--- src/hdl/vfdc_pkg.sv ---
// Types and constants shared by the fang digit check modules.
package vfdc_pkg;

	// Input field widths.
	localparam int PRODUCT_BITS = 64;
	localparam int FANG_BITS    = 32;
	localparam int BIT_CNT_W    = 6;

	// One BCD digit and the number of digit values.
	localparam int DIGIT_W    = 4;
	localparam int NUM_VALUES = 10;

	// Controls for one chain of digit cells.
	typedef struct packed {
		logic clear;
		logic conv;
		logic shift;
	} vfdc_ctrl_t;

	// Sequencer states.
	typedef enum logic [1:0] {
		ST_IDLE,
		ST_CONV,
		ST_SCAN,
		ST_FIN
	} vfdc_state_t;

endpackage

--- src/hdl/vfdc_in_if.sv ---
// Input channel: one candidate product and two candidate fangs per beat.
interface vfdc_in_if;
	logic        valid;
	logic        ready;
	logic [63:0] product_value;
	logic [31:0] fang_a;
	logic [31:0] fang_b;

	modport source (output valid, output product_value, output fang_a, output fang_b,
		input ready);
	modport sink (input valid, input product_value, input fang_a, input fang_b,
		output ready);
endinterface

--- src/hdl/vfdc_out_if.sv ---
// Output channel: the three verdict flags per beat.
interface vfdc_out_if;
	logic valid;
	logic ready;
	logic digits_match;
	logic both_trailing_zero;
	logic is_vampire;

	modport source (output valid, output digits_match, output both_trailing_zero,
		output is_vampire, input ready);
	modport sink (input valid, input digits_match, input both_trailing_zero,
		input is_vampire, output ready);
endinterface

--- src/hdl/vfdc_cell.sv ---
// One BCD digit cell: a double-dabble step during conversion, a digit shift during scan.
module vfdc_cell (
	input  logic                                clk,
	input  vfdc_pkg::vfdc_ctrl_t                ctrl,
	input  logic                                bit_in,
	input  logic [vfdc_pkg::DIGIT_W-1:0]        digit_in,
	output logic                                bit_out,
	output logic [vfdc_pkg::DIGIT_W-1:0]        digit
);

	logic [vfdc_pkg::DIGIT_W-1:0] digit_q;
	logic [vfdc_pkg::DIGIT_W-1:0] adj;

	// Add three to digits of five or more so that the doubling carries in decimal.
	always_comb begin
		adj = (digit_q >= vfdc_pkg::DIGIT_W'(5)) ? digit_q + vfdc_pkg::DIGIT_W'(3) : digit_q;
	end

	assign bit_out = adj[vfdc_pkg::DIGIT_W-1];
	assign digit   = digit_q;

	// Digit register.
	always_ff @(posedge clk) begin
		if (ctrl.clear) begin
			digit_q <= '0;
		end else if (ctrl.conv) begin
			digit_q <= {adj[vfdc_pkg::DIGIT_W-2:0], bit_in};
		end else if (ctrl.shift) begin
			digit_q <= digit_in;
		end
	end

endmodule

--- src/hdl/vfdc_chain.sv ---
// A row of digit cells that converts a binary value to BCD and then shifts the
// digits out, most significant first, flagging which ones are significant.
module vfdc_chain #(
	parameter int DIGITS = 20
) (
	input  logic                         clk,
	input  logic                         arst_n,
	input  vfdc_pkg::vfdc_ctrl_t         ctrl,
	input  logic                         bit_in,
	output logic [vfdc_pkg::DIGIT_W-1:0] top_digit,
	output logic                         top_counted,
	output logic [vfdc_pkg::DIGIT_W-1:0] low_digit
);

	logic                         carry [DIGITS+1];
	logic [vfdc_pkg::DIGIT_W-1:0] dig   [DIGITS];
	logic                         seen_q;

	assign carry[0] = bit_in;

	// Cell i takes its bit and, when scanning, its digit from cell i-1.
	for (genvar i = 0; i < DIGITS; i++) begin : g_cell
		logic [vfdc_pkg::DIGIT_W-1:0] from_below;
		if (i == 0) begin : g_first
			assign from_below = '0;
		end else begin : g_rest
			assign from_below = dig[i-1];
		end
		vfdc_cell u_cell (
			.clk      (clk),
			.ctrl     (ctrl),
			.bit_in   (carry[i]),
			.digit_in (from_below),
			.bit_out  (carry[i+1]),
			.digit    (dig[i])
		);
	end

	assign top_digit   = dig[DIGITS-1];
	assign low_digit   = dig[0];
	assign top_counted = seen_q || (top_digit != '0);

	// A carry out of the top cell means nonzero digits lie above the row, so every
	// digit in the row is significant. Otherwise a digit counts once a nonzero one
	// has gone by above it.
	always_ff @(posedge clk or negedge arst_n) begin
		if (!arst_n) begin
			seen_q <= 1'b0;
		end else if (ctrl.clear) begin
			seen_q <= 1'b0;
		end else if (ctrl.conv) begin
			seen_q <= seen_q || carry[DIGITS];
		end else if (ctrl.shift) begin
			seen_q <= top_counted;
		end
	end

endmodule

--- src/hdl/vampire_fang_digit_check.sv ---
// Top level of the vampire fang digit check: sequencer, digit chains and tally.
//
//  Channel | Direction | Beat carries
//  req     | in        | product_value[63:0], fang_a[31:0], fang_b[31:0]
//  rsp     | out       | digits_match, both_trailing_zero, is_vampire
//
// Each item runs from accept to the next accept through the idle state that takes the
// beat, the double-dabble steps in the digit chains, a digit scan over every decimal
// slot and the FIN state that loads the result.
// Reset clears the sequencer, the chains' seen flags and the output valid; the rest of the datapath needs none.
// A stalled result holds in the output register while the next item is accepted
// and converted; the sequencer waits only when a second result is ready to go.
module vampire_fang_digit_check #(
	parameter int PRODUCT_DIGITS = 20,
	parameter int FANG_DIGITS    = 10
) (
	input  logic              clk,
	input  logic              arst_n,
	vfdc_in_if.sink           req,
	vfdc_out_if.source        rsp
);

	localparam int SCAN_LEN = (PRODUCT_DIGITS > FANG_DIGITS) ? PRODUCT_DIGITS : FANG_DIGITS;
	localparam int SCAN_W   = $clog2(SCAN_LEN + 1);
	localparam int TALLY_W  = $clog2(PRODUCT_DIGITS + 2 * FANG_DIGITS + 1) + 1;
	localparam int CW       = vfdc_pkg::BIT_CNT_W;
	localparam int DW       = vfdc_pkg::DIGIT_W;

	vfdc_pkg::vfdc_state_t state_q, state_d;

	logic [vfdc_pkg::PRODUCT_BITS-1:0] prod_q;
	logic [vfdc_pkg::FANG_BITS-1:0]    fa_q;
	logic [vfdc_pkg::FANG_BITS-1:0]    fb_q;
	logic [CW-1:0]                     conv_cnt_q;
	logic [SCAN_W-1:0]                 scan_cnt_q;
	logic [TALLY_W-1:0]                tally_q [vfdc_pkg::NUM_VALUES];
	logic [TALLY_W-1:0]                tally_d [vfdc_pkg::NUM_VALUES];
	logic                              tz_q;
	logic                              out_valid_q;
	logic                              match_q;
	logic                              tzo_q;

	logic                  accept;
	logic                  load_out;
	logic                  fang_feed;
	logic                  p_active;
	logic                  f_active;
	logic                  all_zero;
	vfdc_pkg::vfdc_ctrl_t  p_ctrl;
	vfdc_pkg::vfdc_ctrl_t  f_ctrl;
	logic [DW-1:0]         p_top, a_top, b_top;
	logic [DW-1:0]         p_low, a_low, b_low;
	logic                  p_cnt, a_cnt, b_cnt;

	assign accept    = req.valid && req.ready;
	assign fang_feed = conv_cnt_q >= CW'(vfdc_pkg::PRODUCT_BITS - vfdc_pkg::FANG_BITS);
	assign p_active  = (state_q == vfdc_pkg::ST_SCAN) && (scan_cnt_q < SCAN_W'(PRODUCT_DIGITS));
	assign f_active  = (state_q == vfdc_pkg::ST_SCAN) && (scan_cnt_q < SCAN_W'(FANG_DIGITS));

	// Chain controls.
	always_comb begin
		p_ctrl.clear = accept;
		p_ctrl.conv  = (state_q == vfdc_pkg::ST_CONV);
		p_ctrl.shift = p_active;
		f_ctrl.clear = accept;
		f_ctrl.conv  = (state_q == vfdc_pkg::ST_CONV);
		f_ctrl.shift = f_active;
	end

	// Next state, input ready and result load.
	always_comb begin
		state_d   = state_q;
		req.ready = 1'b0;
		load_out  = 1'b0;
		case (state_q)
			vfdc_pkg::ST_IDLE: begin
				req.ready = 1'b1;
				if (req.valid) begin
					state_d = vfdc_pkg::ST_CONV;
				end
			end
			vfdc_pkg::ST_CONV: begin
				if (conv_cnt_q == CW'(vfdc_pkg::PRODUCT_BITS - 1)) begin
					state_d = vfdc_pkg::ST_SCAN;
				end
			end
			vfdc_pkg::ST_SCAN: begin
				if (scan_cnt_q == SCAN_W'(SCAN_LEN - 1)) begin
					state_d = vfdc_pkg::ST_FIN;
				end
			end
			vfdc_pkg::ST_FIN: begin
				if (!out_valid_q || rsp.ready) begin
					load_out = 1'b1;
					state_d  = vfdc_pkg::ST_IDLE;
				end
			end
			default: begin
				state_d = vfdc_pkg::ST_IDLE;
			end
		endcase
	end

	// Sequencer state and counters.
	always_ff @(posedge clk or negedge arst_n) begin
		if (!arst_n) begin
			state_q    <= vfdc_pkg::ST_IDLE;
			conv_cnt_q <= '0;
			scan_cnt_q <= '0;
		end else begin
			state_q <= state_d;
			if (accept) begin
				conv_cnt_q <= '0;
				scan_cnt_q <= '0;
			end else if (state_q == vfdc_pkg::ST_CONV) begin
				conv_cnt_q <= conv_cnt_q + CW'(1);
			end else if (state_q == vfdc_pkg::ST_SCAN) begin
				scan_cnt_q <= scan_cnt_q + SCAN_W'(1);
			end
		end
	end

	// Binary shift registers feeding the chains, most significant bit first.
	always_ff @(posedge clk) begin
		if (accept) begin
			prod_q <= req.product_value;
			fa_q   <= req.fang_a;
			fb_q   <= req.fang_b;
		end else if (state_q == vfdc_pkg::ST_CONV) begin
			prod_q <= {prod_q[vfdc_pkg::PRODUCT_BITS-2:0], 1'b0};
			if (fang_feed) begin
				fa_q <= {fa_q[vfdc_pkg::FANG_BITS-2:0], 1'b0};
				fb_q <= {fb_q[vfdc_pkg::FANG_BITS-2:0], 1'b0};
			end
		end
	end

	vfdc_chain #(.DIGITS(PRODUCT_DIGITS)) u_prod_chain (
		.clk         (clk),
		.arst_n      (arst_n),
		.ctrl        (p_ctrl),
		.bit_in      (prod_q[vfdc_pkg::PRODUCT_BITS-1]),
		.top_digit   (p_top),
		.top_counted (p_cnt),
		.low_digit   (p_low)
	);

	vfdc_chain #(.DIGITS(FANG_DIGITS)) u_fa_chain (
		.clk         (clk),
		.arst_n      (arst_n),
		.ctrl        (f_ctrl),
		.bit_in      (fang_feed && fa_q[vfdc_pkg::FANG_BITS-1]),
		.top_digit   (a_top),
		.top_counted (a_cnt),
		.low_digit   (a_low)
	);

	vfdc_chain #(.DIGITS(FANG_DIGITS)) u_fb_chain (
		.clk         (clk),
		.arst_n      (arst_n),
		.ctrl        (f_ctrl),
		.bit_in      (fang_feed && fb_q[vfdc_pkg::FANG_BITS-1]),
		.top_digit   (b_top),
		.top_counted (b_cnt),
		.low_digit   (b_low)
	);

	// Per-value tally: the product's digit adds one, each fang's digit takes one away.
	always_comb begin
		for (int d = 0; d < vfdc_pkg::NUM_VALUES; d++) begin
			tally_d[d] = tally_q[d]
				+ TALLY_W'(p_active && p_cnt && (p_top == DW'(d)))
				- TALLY_W'(f_active && a_cnt && (a_top == DW'(d)))
				- TALLY_W'(f_active && b_cnt && (b_top == DW'(d)));
		end
	end

	always_ff @(posedge clk) begin
		for (int d = 0; d < vfdc_pkg::NUM_VALUES; d++) begin
			if (accept) begin
				tally_q[d] <= '0;
			end else if (state_q == vfdc_pkg::ST_SCAN) begin
				tally_q[d] <= tally_d[d];
			end
		end
	end

	// Both fangs end in zero when their lowest BCD digits are zero after conversion.
	always_ff @(posedge clk) begin
		if ((state_q == vfdc_pkg::ST_SCAN) && (scan_cnt_q == '0)) begin
			tz_q <= (a_low == '0) && (b_low == '0);
		end
	end

	// The digit multisets match when every tally ends at zero.
	always_comb begin
		all_zero = 1'b1;
		for (int d = 0; d < vfdc_pkg::NUM_VALUES; d++) begin
			if (tally_q[d] != '0) begin
				all_zero = 1'b0;
			end
		end
	end

	// The product chain's low digit is not needed beyond conversion.
	logic p_low_unused;
	assign p_low_unused = ^p_low;

	// Output register.
	always_ff @(posedge clk or negedge arst_n) begin
		if (!arst_n) begin
			out_valid_q <= 1'b0;
		end else if (load_out) begin
			out_valid_q <= 1'b1;
		end else if (rsp.ready) begin
			out_valid_q <= 1'b0;
		end
	end

	always_ff @(posedge clk) begin
		if (load_out) begin
			match_q <= all_zero;
			tzo_q   <= tz_q;
		end
	end

	assign rsp.valid              = out_valid_q;
	assign rsp.digits_match       = match_q;
	assign rsp.both_trailing_zero = tzo_q;
	assign rsp.is_vampire         = match_q && !tzo_q;

endmodule

--- src/flat_wrapper.sv ---
// flat-port wrapper written by rule: the top's interface ports become plain ports
module vampire_fang_digit_check_flat 
#(
	parameter int PRODUCT_DIGITS = 20,
	parameter int FANG_DIGITS    = 10
)
  (clk, arst_n, req_valid, req_product_value, req_fang_a, req_fang_b, req_ready, rsp_valid, rsp_digits_match, rsp_both_trailing_zero, rsp_is_vampire, rsp_ready);
  vfdc_in_if req_i ();
  vfdc_out_if rsp_i ();
  input  logic clk;
  input  logic arst_n;
  input wire logic [$bits(req_i.valid)-1:0] req_valid;
  input wire logic [$bits(req_i.product_value)-1:0] req_product_value;
  input wire logic [$bits(req_i.fang_a)-1:0] req_fang_a;
  input wire logic [$bits(req_i.fang_b)-1:0] req_fang_b;
  output wire logic [$bits(req_i.ready)-1:0] req_ready;
  output wire logic [$bits(rsp_i.valid)-1:0] rsp_valid;
  output wire logic [$bits(rsp_i.digits_match)-1:0] rsp_digits_match;
  output wire logic [$bits(rsp_i.both_trailing_zero)-1:0] rsp_both_trailing_zero;
  output wire logic [$bits(rsp_i.is_vampire)-1:0] rsp_is_vampire;
  input wire logic [$bits(rsp_i.ready)-1:0] rsp_ready;
  assign req_i.valid = req_valid;
  assign req_i.product_value = req_product_value;
  assign req_i.fang_a = req_fang_a;
  assign req_i.fang_b = req_fang_b;
  assign req_ready = req_i.ready;
  assign rsp_valid = rsp_i.valid;
  assign rsp_digits_match = rsp_i.digits_match;
  assign rsp_both_trailing_zero = rsp_i.both_trailing_zero;
  assign rsp_is_vampire = rsp_i.is_vampire;
  assign rsp_i.ready = rsp_ready;
  vampire_fang_digit_check #(.PRODUCT_DIGITS(PRODUCT_DIGITS), .FANG_DIGITS(FANG_DIGITS)) u_core (.clk(clk), .arst_n(arst_n), .req(req_i), .rsp(rsp_i));
endmodule
--- config.mk ---
export PLATFORM = sky130hd
export DESIGN_NAME = vampire_fang_digit_check_flat
export DESIGN_NICKNAME = d
export VERILOG_FILES = /design/src/hdl/vfdc_pkg.sv /design/src/hdl/vfdc_in_if.sv /design/src/hdl/vfdc_out_if.sv /design/src/hdl/vfdc_cell.sv /design/src/hdl/vfdc_chain.sv /design/src/hdl/vampire_fang_digit_check.sv /design/src/flat_wrapper.sv
export SDC_FILE = /design/constraint.sdc
export NUM_CORES = 1
export LEC_CHECK = 0
export ABC_AREA = 1
export BUFFER_PORTS_ARGS = -buffer_cell sky130_fd_sc_hd__buf_2
export CAP_MARGIN = 20
export CORE_MARGIN = 2
export CORE_UTILIZATION = 50
export CTS_CLUSTER_SIZE = 40
export DETAILED_ROUTE_END_ITERATION = 7
export HOLD_SLACK_MARGIN = 0.08
export PLACE_DENSITY_LB_ADDON = 0.15
export SETUP_SLACK_MARGIN = 0.4
export SYNTH_ARGS = -nofsm -noshare
export SYNTH_HDL_FRONTEND = slang
export SYNTH_SLANG_ARGS = --single-unit
--- constraint.sdc ---
create_clock -name clk -period 7.59 [get_ports clk]
set_input_delay 0 -clock clk [delete_from_list [all_inputs] [get_ports clk]]
set_output_delay 0 -clock clk [all_outputs]
set_load 0.02 [all_outputs]
After elaboration in Yosys (flattened, before gate mapping)
Memories as Yosys holds them, arrays and structs flattened.
Cells that the tools add are included.

cells by class
  $add $sub $neg = 72
  multipliers = 0
  divide/modulo/power cells = 0
  order comparisons = 43
  eq/ne operators = 37
  shift-type cells = 0
  multiplexer cells = 167
  bitwise operators = 10
  reduce and logical (&&, ||, !) cells = 82

operators with widths
  kind                 count
  $mux 4               119
  $mux 32              6
  $add 4x2->4 const B  40
  $ge 4x3->1 const B   40
  $sub 7x1->7          20
  $mux 64              2
  $add 7x1->7          10
  $mux 7               10
  $reduce_bool 7->1    10
  $eq 4x3->1 const B   12
  $logic_and 1x1->1    41
  $eq 4x2->1 const B   6
  $eq 4x4->1 const B   6
  $logic_not 4->1      5
  $mux 1               20
  $mux 5               3
  $eq 4x1->1 const B   3
  $mux 6               2
  $reduce_bool 2->1    6
  $reduce_bool 4->1    3
  $or 1x1->1           10
  $reduce_or 9->1      1
  $mux 2               4
  $pmux 2 s4           1
  other kinds (18)     31

storage, ports and cells
  bits in registers = 308
  bits in latches = 0
  bits in writable memories = 70
  bits in read-only memories = 0
  input port bits = 132
  logic and storage cells = 465
  memories = 1

memories
  memory          depth  bits a word  rd ports  clocked after memory_dff  wr ports  line                            text
  u_core.tally_q  10     7            10        0                         10        vampire_fang_digit_check.sv:36  logic [TALLY_W-1:0] tally_q [vfdc_pkg::NUM_VALUES];

Depth between registers and ports, before layout
Gate-level depths: netlist (run 1).

  word-level depth = 8
  mapped depth = 19
  mapped depth without buffers = 18

Cells and area by module
Synthesis (run 1) repeated with hierarchy kept, for this count alone.

second synthesis, totals
  cells, all modules = 3207
  area total of the unflattened synthesis = 24473.5 um2

by module, submodules not included
  module                    times used  cells each  area an instance (um2)
  vampire_fang_digit_check  1           1414        12498.2
  vfdc_cell                 40          44          294.0
  vfdc_chain                3           11          71.3

Worst setup path after synthesis (run 1)
No wires, ideal clock.

  path type = register -> register
  start = reg u_core.state_q[0]
  end = mem u_core.tally_q[1][12] in the netlist's numbering (data pin)
  library setup time = 0.253 ns
  arrival time = 3.165 ns
  data required time = 7.337 ns
  setup slack = 4.172 ns
  cell stages (with the launch flop) = 19
  buffers on the path = 2
  clock period less this slack = 3.418 ns
  cells stage by stage = dfrtp_1 inv_1 ha_1 buf_4 nand2_1 buf_2 a31oi_2 nand3_1 fa_1 inv_1 ha_1 ha_1 fa_1 nand2_1 nand2_1 a21oi_1 nand2_1 nand2_1 nor2_1

RTL lines
  item                    line                             text
  start, declared         vampire_fang_digit_check.sv:29   vfdc_pkg::vfdc_state_t state_q, state_d;
  start signal, assigned  vampire_fang_digit_check.sv:107  state_q <= vfdc_pkg::ST_IDLE;
  start signal, assigned  vampire_fang_digit_check.sv:111  state_q <= state_d;
  end, declared           vampire_fang_digit_check.sv:36

==> flow_summary_export.csv, run 1 <==
group,metric,value,unit
outcome,outcome,"finished clean",
placement,place.gp.congestion,0.845,
yosys,syn_nets,3758,
yosys,synth_ff_type,"edfxtp_1",
floorplan,rows,80,
setup_path,critPathMaxStageDelay,0.61,ns
pwr,clockPowerShare,16.1,%
yosys,synth_top_area_cell,"edfxtp_1",
cells_and_area,area_growth_syn_to_layout,15.4,%
detailed_routing,drc,0,
detailed_routing,routed_wl,60900,um
timing,layout_setup_ws,2.75,ns
setup_path,cp_num_cells,17,
pwr,seqPwrFrac,31.7,%
clocking,cts.path.max_buffers,3,
detailed_routing,post_drt_wl_per_cell,14.3,um
clocking,htree_levels,2,
floorplan,die-width,225,um
pwr,combPwrFrac,52.2,%
floorplan,io_pins,137,
timing,slew_headroom,30.8,%
global_routing,grt_max_degree,112,
setup_path,r2r_slack,2.75,ns
setup_path,crit_path_end_kind,"flop",
cells_and_area,drive_above_1_share,6.24,%
yosys,yosysSeqAreaShare,39.7,%
pwr,switchingPower,6.13,mW
detailed_routing,ant_nets,0,
setup_path,crit_chain,"inv_1 > ha_2 > buf_4 > nand2_2 > a21oi_1 > nand2_1 > nor3_1 > fa_1 > inv_1 > ha_1 > ha_1 > inv_1 > fa_1 > o21ai_0 > a21oi_1 > nor2_1 > nor2_1",
timing,max_freq,206,MHz
detailed_routing,drtIter0Drc,1368,
clocking,cts.sinks,378,
global_routing,grt_pass1_wl,101000,um
flow_run,maxCapViolations,0,
cells_and_area,seqCellArea,9660,um^2
detailed_routing,drt_first_pass_iters,7,
timing,fin_crit,4.84,ns
setup_path,critPathSlowestCell,"buf_4",
global_routing,antenna_found_initial,1,
cells_and_area,fill_cells,4314,
yosys,synth_common_cells,"1,190 x nand2_1, 456 x inv_1, 286 x nor2_1",
yosys,synth_most_common_cell,"nand2_1",
setup_path,startpoint_type,"flop",
clocking,clock_latency,0.60,ns
setup_path,crit_family,"adder cells",
setup_path,cp-startpoint,"u_core.state_q[0]",
placement,numPortBuffers,136,
timing,skew,0.0239,ns
setup_path,critPathMostFrequentCell,"inv_1",
pwr,peakVddDrop,0.232,mV
yosys,synth.avg_cell_area,7.12,um^2
timing,rsz0062_at_grt,"false",
floorplan,coreArea,47800,um^2
yosys,synthArstFlopShare,4.50,%
clocking,cts_buffers,44,
setup_path,cp.arrival,5.20,ns
setup_path,r2r.worst_path.cells,17,
yosys,synth_cells,3417,
pwr,p_per_area,463,nW/um^2
yosys,synth-edff-count,201,
yosys,synth_top_area_share,24.8,%
floorplan,start_util,50.9,%
setup_path,timing.rr.start,"u_core.state_q[0]",
timing,slew_viol_final,0,
timing,setup_tns,0,ns
timing,hold_viol,0,
hold_path,hold_path_class,"input pin to flop",
setup_path,worstPathMaxFanout,69,
yosys,yosys_warnings,0,
pwr,p_int,6.86,mW
global_routing,grt_pass1_vias,21700,
setup_path,crit_type,"flop to flop",
setup_path,crit_end,"u_core.tally_q[3][5]",
placement,dp_hpwl,37400,um
floorplan,die_h,225,um
detailed_routing,via_per_inst,5.24,
pwr,leakagePower,14.0,nW
clocking,cts_tree,"yes",
yosys,synth_area,24300,um^2
global_routing,overflow,0,
yosys,synthDistinctLibCells,34,
detailed_routing,via_count,22400,
placement,pre_cts_ws,2.75,ns
timing,min_period_over_period,63.8,%
timing,tightest_slew,1.04,ns
clocking,clk_pin_slew,0.07,ns
setup_path,rr_endpoint,"u_core.tally_q[3][5]",
pwr,sw_frac_of_total,47.2,%
cells_and_area,final_nets,3962,
yosys,synthTopCellsByArea,"edfxtp_1 25%, nand2_1 18%, dfxtp_1 13%",
yosys,ys_ff_latch,378,
setup_path,worst-path-buf-inv,4,
cells_and_area,multiInputGateArea,12400,um^2
clocking,root_buffer,"clkbuf_16",
timing,setup_viol,0,
global_routing,grt_use_total,23.9,%
floorplan,die_area,50400,um^2
setup_path,cp_data_required_time,7.94,ns
## metal layers
layer  routed length [um]  track usage (%)  vias up
met4                 1820             9.12        0
met2                30200             42.0      598
li1                     -                -    11300
met3                 2760             3.54      148
met5                    0                0        -
met1                26100             29.6    10300
## flip-flops by register name (all words and copies together), names as in the netlist, 2 cells and up
signal,cells
u_core.conv_cnt_q,6
u_core.fa_q,32
u_core.fb_q,32
u_core.prod_q,64
u_core.scan_cnt_q,5
u_core.state_q,2
u_core.tally_q,70
u_core.u_fa_chain.g_cell.u_cell.digit,40
u_core.u_fb_chain.g_cell.u_cell.digit,40
u_core.u_prod_chain.g_cell.u_cell.digit,80
## cell families after synthesis
| group | Yosys count | synth area share [%] |
|---|---|---|
| buffers and inverters | 584 | 9.48 |
| AO/OA/AOI/OAI | 431 | 9.09 |
| adder cells (fa/ha/maj) | 209 | 11.4 |
| flip-flops | 378 | 39.7 |
| XOR/XNOR | 10 | 0.360 |
| AND/OR/NAND/NOR | 1805 | 30.0 |
## worst min-delay path by stage
stage	slack, ns	end	start	depth (start not counted)
3_3_place_gp	-0.01	u_core.u_fb_chain.seen_q	arst_n	1
5_1_grt	0.20	u_core.prod_q[24]	req_product_value[24]	4
4_1_cts	0.17	u_core.fb_q[3]	req_fang_b[3]	4
3_5_place_dp	-0.01	u_core.u_fb_chain.seen_q	arst_n	1
6_report	0.20	u_core.prod_q[24]	req_product_value[24]	4
2_1_floorplan	-0.30	u_core.conv_cnt_q[0]	arst_n	0
## worst min-delay path, delay by kind of cell
| kind | cells | cell delay, ns |
|---|---|---|
| AND/OR/NAND/NOR | 2 | 0.09 |
| buffers and inverters | 2 | 0.61 |
## cell type report
cell class                      count  area share, %
Inverter                          462           6.21
Timing Repair Buffer              280           7.52
Clock buffer                       67           4.34
Antenna cell                        1        0.00891
Multi-Input combinational cell   2455           44.2
Tap cell                          615           2.74
Sequential cell                   378           34.4
Clock inverter                     14          0.615
## stage by stage
step | hold slack (ns) | instances | util [%] | power [mW] | cell area (um^2)
2_1_floorplan | -0.296 | 3417 | - | 9.27 | 24300
3_3_place_gp | -0.0145 | 4057 | 53.0 | 10.5 | 25300
6_report | 0.203 | 4272 | 58.7 | 13.0 | 28100
3_5_place_dp | -0.0129 | 4057 | 53.0 | 10.8 | 25300
5_1_grt | 0.197 | 4272 | 58.7 | 14.3 | 28100
4_1_cts | 0.169 | 4270 | 58.6 | 13.0 | 28100
## power groups by stage
stage / registers, mW / logic (mW) / clock network, mW
finish: 4.12 / 6.78 / 2.09
global route: 4.23 / 7.88 / 2.21
global placement: 4.10 / 6.45 / 0
CTS: 4.10 / 6.76 / 2.14
floorplan: 3.93 / 5.34 / 0
detailed placement: 4.12 / 6.66 / 0
## timing repair
| item | 4_1_cts | 5_1_grt |
|---|---|---|
| buffers inserted | 0 | 0 |
| hold buffers | 132 | 0 |
| gates resized for setup | 0 | 0 |
| endpoints found under the hold margin | 150 | 0 |
## layout by cell type, fill, tap and decap left out, types with 12 or more instances in the layout
| cell | instances |
|---|---|
| nand2_1 | 1187 |
| inv_1 | 456 |
| nor2_1 | 285 |
| nand3_1 | 255 |
| o21ai_0 | 231 |
| edfxtp_1 | 201 |
| ha_1 | 187 |
| a21oi_1 | 175 |
| dfxtp_1 | 160 |
| buf_2 | 136 |
| dlygate4sd3_1 | 132 |
| clkbuf_16 | 44 |
| nand4_1 | 27 |
| nor3_1 | 25 |
| fa_1 | 20 |
| clkbuf_1 | 20 |
| dfrtp_1 | 17 |
| o211ai_1 | 13 |
| nand3b_1 | 12 |
No activity file was read; power rests on OpenSTA's default activity.
==> inputs of run 2 (changes only) <==
- ABC_AREA: 1 -> 0
- clock period: 7.59 -> 4.81 ns (I/O delays scaled with it)
==> run 2 against run 1 <==
Effect of this change:
- count of clock-buffer cells in the layout down 9
- flip-flop and latch count is the same
- total power is 35% higher
==> flow_summary_export.csv, run 2 <==
group,metric,value,unit
timing,hold_viol,0,
cells_and_area,area_growth_syn_to_layout,17.2,%
yosys,synth_most_common_cell,"nand2_1",
floorplan,die-width,217,um
global_routing,overflow,0,
clocking,cts_hold_buf,135,
pwr,sw_frac_of_total,40.8,%
yosys,synth_cells,2408,
floorplan,die_area,47100,um^2
setup_path,cp.arrival,4.15,ns
clocking,root_buffer,"clkbuf_16",
timing,slew_viol_final,0,
clocking,cts_buffers,43,
detailed_routing,drtIter0Drc,1018,
timing,layout_setup_ws,1.06,ns
cells_and_area,drive_above_1_share,11.5,%
yosys,synthTopCellsByArea,"edfxtp_1 27%, dfxtp_1 14%, ha_1 10%",
yosys,synthDistinctLibCells,64,
cells_and_area,mostFrequentLayoutCells,"435 x nand2_1, 201 x edfxtp_1, 188 x inv_1",
pwr,p_per_area,659,nW/um^2
cells_and_area,final_util,58.9,%
cells_and_area,diodes,0,
timing,setup_tns,0,ns
timing,rsz0062_at_grt,"false",
clocking,cts_setup_buffers,0,
yosys,syn_nets,2749,
clocking,cts_tree,"yes",
clocking,ctsResizeCount,0,
placement,dp_hpwl,33600,um
placement,dp_cells,3038,
clocking,cts.path.max_buffers,3,
setup_path,crit_path_end_kind,"flop",
placement,pre_cts_ws,1.07,ns
pwr,clockPowerShare,19.7,%
cells_and_area,largest_register_ffs,80,
yosys,yosys_warnings,0,
floorplan,coreArea,45100,um^2
yosys,synthArstFlopShare,4.50,%
setup_path,worstPathMaxFanout,7,
cells_and_area,finalNonFillerCells,3252,
pwr,combPwrFrac,45.7,%
hold_path,min_path_cells,4,
yosys,yosysSeqAreaShare,42.6,%
yosys,synth_top_area_share,26.6,%
timing,tightest_slew,1.01,ns
setup_path,cp_data_required_time,5.21,ns
timing,setup_viol,0,
setup_path,crit_family,"adder cells",
cells_and_area,fin_area,26600,um^2
timing,hold_ws,0.221,ns
floorplan,start_util,50.3,%
placement,numPortBuffers,136,
yosys,synth-edff-count,201,
pwr,leakagePower,10.9,nW
outcome,outcome,"finished clean",
yosys,synth_ff_type,"edfxtp_1",
pwr,peakVddDrop,0.379,mV
placement,placed_area,23700,um^2
clocking,htree_levels,2,
setup_path,cp-startpoint,"u_core.state_q[0]",
pwr,seqPwrFrac,34.6,%
setup_path,timing.rr.start,"u_core.state_q[0]",
timing,min_period_over_period,77.9,%
detailed_routing,drc,0,
floorplan,die_h,217,um
hold_path,min_to,"u_core.fb_q[8]",
detailed_routing,via_count,18400,
detailed_routing,ant_nets,0,
timing,fin_crit,3.75,ns
global_routing,grt_pass1_wl,91300,um
yosys,ys_ff_latch,378,
timing,slew_headroom,33.0,%
detailed_routing,post_drt_wl_per_cell,16.9,um
clocking,clk_pin_slew,0.06,ns
setup_path,startpoint_type,"flop",
setup_path,critPathSlowestCell,"fa_1",
floorplan,rows,78,
pwr,power,17.5,mW
global_routing,grt_pass1_vias,18500,
pwr,switchingPower,7.14,mW
detailed_routing,via_per_inst,5.67,
detailed_routing,routed_wl,54900,um
setup_path,r2r_slack,1.06,ns
timing,skew,0.0131,ns
hold_path,hold_path_class,"input pin to flop",
pwr,p_int,10.4,mW
yosys,synth.avg_cell_area,9.42,um^2
cells_and_area,final_nets,2959,
flow_run,maxCapViolations,0,
hold_path,worstHoldStart,"req_fang_b[8]",
setup_path,crit_chain,"inv_1 > ha_4 > and2b_4 > nand2_4 > nor2_1 > and3_1 > fa_1 > ha_1 > inv_1 > ha_1 > fa_1 > nor2b_1 > o21a_1 > or3_1 > a21oi_1",
global_routing,antenna_found_initial,0,
setup_path,rr_endpoint,"u_core.tally_q[4][12]",
floorplan,io_pins,137,
clocking,clock_latency,0.57,ns
global_routing,grt_use_total,23.3,%
setup_path,worst-path-buf-inv,2,
cells_and_area,final_common_cell,"nand2_1",
clocking,cts.sinks,378,
setup_path,critPathMaxStageDelay,0.45,ns
detailed_routing,drt_first_pass_iters,5,
yosys,synth_top_area_cell,"edfxtp_1",
global_routing,grt_max_degree,197,
yosys,synth_area,22700,um^2
yosys,synth_common_cells,"439 x nand2_1, 201 x edfxtp_1, 189 x ha_1",
setup_path,crit_type,"flop to flop",
timing,max_freq,267,MHz
placement,place.gp.congestion,0.825,
setup_path,r2r.worst_path.cells,15,
[run 2: changes by cell type in the layout (fill, tap and decap cells not counted), moves of 85 or more]
cell / change
inv_1: -268
nor2_1: -244
nand3_1: -222
nor3_1: +85
o21ai_0: -113
nand2_1: -752
[run 2: how the worst max path moves through the flow]
stage	endpoint	slack [ns]	depth (start not counted)
floorplan	u_core.tally_q[4][12]	1.04	17
global placement	u_core.tally_q[1][5]	1.17	16
detailed placement	u_core.tally_q[4][12]	1.07	15
CTS	u_core.tally_q[4][12]	1.05	15
global route	u_core.tally_q[1][12]	0.85	13
finish	u_core.tally_q[4][12]	1.06	15
[run 2: per-layer routing]
metal	GRT usage [%]	up-vias	wire length [um]	part of all wire, %
li1	-	8922	-	-
met1	30.3	8934	24500	45
met2	39.9	485	26400	48
met3	3.09	104	2640	4.8
met4	8.08	0	1410	2.6
met5	0	-	0	0
[run 2: cell families (layout without fill, tap and decap cells)]
| kind of cell | after synthesis | count (layout) | share of synthesized area [%] |
|---|---|---|---|
| AOI/OAI and AO/OA | 513 | 513 | 14.8 |
| xor gates and xnor gates | 85 | 85 | 3.28 |
| buffers and inverters | 319 | 563 | 5.88 |
| muxes | 81 | 81 | 3.81 |
| and+or+nand+nor | 823 | 823 | 17.5 |
| adders and majority gates | 209 | 209 | 12.2 |
| DFF | 378 | 378 | 42.6 |
[run 2: area by class of cell]
cell class	count	area (um^2)
Tap cell	600	751
Sequential cell	378	9660
Inverter	191	722
Clock buffer	58	1230
Timing Repair Buffer	293	2230
Fill cell	3817	18500
Multi-Input combinational cell	1711	11700
Clock inverter	21	253
[run 2: power groups by stage]
| stage | Clock, mW | Sequential (mW) | Combinational, mW |
|---|---|---|---|
| after floorplan | 0 | 5.82 | 6.21 |
| after global placement | 0 | 6.04 | 7.63 |
| after detailed placement | 0 | 6.09 | 7.88 |
| after CTS | 3.52 | 6.04 | 8.02 |
| after global routing | 3.64 | 6.21 | 9.03 |
| final | 3.45 | 6.05 | 8.00 |
[run 2: worst reg2reg max path, cell delays in order (launching register included)]
cell     delay, ns
dfrtp_1       0.41
inv_1         0.12
ha_4          0.20
and2b_4       0.18
nand2_4       0.13
nor2_1        0.08
and3_1        0.22
fa_1          0.45
ha_1          0.30
inv_1         0.05
ha_1          0.22
fa_1          0.41
nor2b_1       0.16
o21a_1        0.17
or3_1         0.31
a21oi_1       0.17
==> inputs of run 3 (changes only) <==
- clock period: 4.81 -> 3.22 ns (I/O delays scaled with it)
==> run 3 against run 2 <==
Effect of this change:
- the flow now finishes with violations (negative setup slack)
- count of clock-buffer cells in the layout grew 2
- utilization grew 3.3 points
- non-clock buffer count grew 86
- register-to-register slack lost 1.2 ns
- routed wire length grew 3.4%
==> flow_summary_export.csv, run 3 (synthesis gave the netlist of run 2 again) <==
group,metric,value,unit
placement,place.gp.congestion,0.858,
cells_and_area,area_growth_syn_to_layout,23.8,%
cells_and_area,final_common_cell,"nand2_1",
cells_and_area,diodes,0,
detailed_routing,ant_nets,0,
clocking,htree_levels,2,
detailed_routing,drt_first_pass_iters,5,
timing,tightest_slew,0.922,ns
pwr,leakagePower,11.4,nW
detailed_routing,via_per_inst,5.58,
clocking,cts.path.max_buffers,3,
pwr,p_per_area,984,nW/um^2
floorplan,die_area,47100,um^2
placement,dp_hpwl,35000,um
timing,max_freq,301,MHz
timing,setup_tns,-0.749,ns
cells_and_area,final_nets,3045,
outcome,outcome,"finished with violations",
global_routing,antenna_found_initial,0,
timing,setup_viol,14,
clocking,clock_latency,0.59,ns
timing,min_period_over_period,103,%
floorplan,io_pins,137,
timing,rsz0062_at_grt,"true",
clocking,root_buffer,"clkbuf_16",
setup_path,worstPathMaxFanout,7,
detailed_routing,drc,0,
pwr,peakVddDrop,0.681,mV
global_routing,grt_pass1_wl,93600,um
detailed_routing,drtIter0Drc,1236,
floorplan,coreArea,45100,um^2
hold_path,hold_path_class,"input pin to flop",
detailed_routing,routed_wl,56800,um
floorplan,rows,78,
cells_and_area,largest_register_ffs,80,
timing,skew,0.0235,ns
pwr,power,27.6,mW
setup_path,cp.arrival,3.63,ns
timing,hold_viol,0,
timing,layout_setup_ws,-0.100,ns
setup_path,startpoint_type,"flop",
detailed_routing,via_count,18600,
detailed_routing,post_drt_wl_per_cell,17.0,um
placement,numPortBuffers,136,
outcome,violations,"negative setup slack",
timing,slew_viol_final,0,
timing,fin_crit,3.32,ns
cells_and_area,fin_area,28100,um^2
clocking,clk_pin_slew,0.06,ns
clocking,cts_buffers,43,
global_routing,grt_use_total,23.9,%
cells_and_area,mostFrequentLayoutCells,"431 x nand2_1, 201 x edfxtp_1, 164 x inv_1",
floorplan,die-width,217,um
global_routing,grt_max_degree,155,
floorplan,die_h,217,um
timing,slew_headroom,38.3,%
placement,pre_cts_ws,-0.153,ns
global_routing,grt_pass1_vias,19200,
cells_and_area,drive_above_1_share,19.6,%
global_routing,overflow,0,
clocking,cts.sinks,378,
setup_path,crit_type,"flop to flop",
floorplan,start_util,50.3,%
flow_run,maxCapViolations,0,
clocking,cts_tree,"yes",
placement,placed_area,24800,um^2
setup_path,cp_data_required_time,3.53,ns
setup_path,crit_path_end_kind,"flop",
## run 3: layer usage
metal,share of wire [%],up-vias,global-route usage [%]
met4,2.3,0,7.33
met1,45,9017,30.8
li1,-,9108,-
met2,49,422,41.8
met5,0,-,0
met3,4.0,101,3.19
## run 3: layout make-up
type                       count  area, um^2
multi-input combinational   1711       12600
sequential                   378        9660
tap                          600         751
timing repair buffer         379        3040
clock buffer                  60        1160
inverter                     191         724
clock inverter                20         158
fill                        3665       17000
## run 3: worst paths after layout
check	start	end	slack [ns]	cells after the start
max	u_core.state_q[0]	u_core.tally_q[2][5]	-0.10	17
min	req_product_value[51]	u_core.prod_q[51]	0.21	4
max reg2reg	u_core.state_q[0]	u_core.tally_q[2][5]	-0.10	17
min reg2reg	u_core.u_fb_chain.g_cell[0].u_cell.digit[1]	u_core.u_fb_chain.g_cell[0].u_cell.digit[1]	0.50	2
max in group asynchronous	arst_n	u_core.conv_cnt_q[2]	1.99	3
min in group asynchronous	arst_n	u_core.rsp.valid	0.66	3
## run 3: through the flow
stage,cells,hold WS [ns],util (%)
5_1_grt,3339,0.205,62.3
3_3_place_gp,3112,-0.0361,55.1
4_1_cts,3335,0.163,61.7
2_1_floorplan,2408,-0.296,-
3_5_place_dp,3112,-0.0335,55.1
6_report,3339,0.206,62.3
## run 3: what timing repair did
| action | in CTS | in global routing |
|---|---|---|
| hold endpoints to repair | 152 | 0 |
| hold buffers | 135 | 0 |
| endpoints found under the setup margin | 106 | 67 |
| buffers inserted | 8 | 4 |
| pin swaps | 20 | 19 |
| resized for setup | 52 | 52 |
## run 3: power breakdown
group	leakage, nW	internal (mW)	switching [mW]
clock	0.640	2.61	2.06
sequential	3.46	7.64	1.41
combinational	7.27	5.94	7.96
total	11.4	16.2	11.4
## run 3: critical path: stages (launching register included)
cell      delay (ns)
dfrtp_1         0.39
inv_2           0.08
ha_4            0.13
and2b_4         0.18
nand2_8         0.09
buf_6           0.13
nor3b_4         0.24
and2_4          0.19
fa_2            0.43
inv_2           0.08
ha_4            0.13
ha_4            0.14
inv_2           0.04
fa_2            0.35
o21bai_1        0.15
a21oi_1         0.11
xnor2_1         0.15
nor2_1          0.06
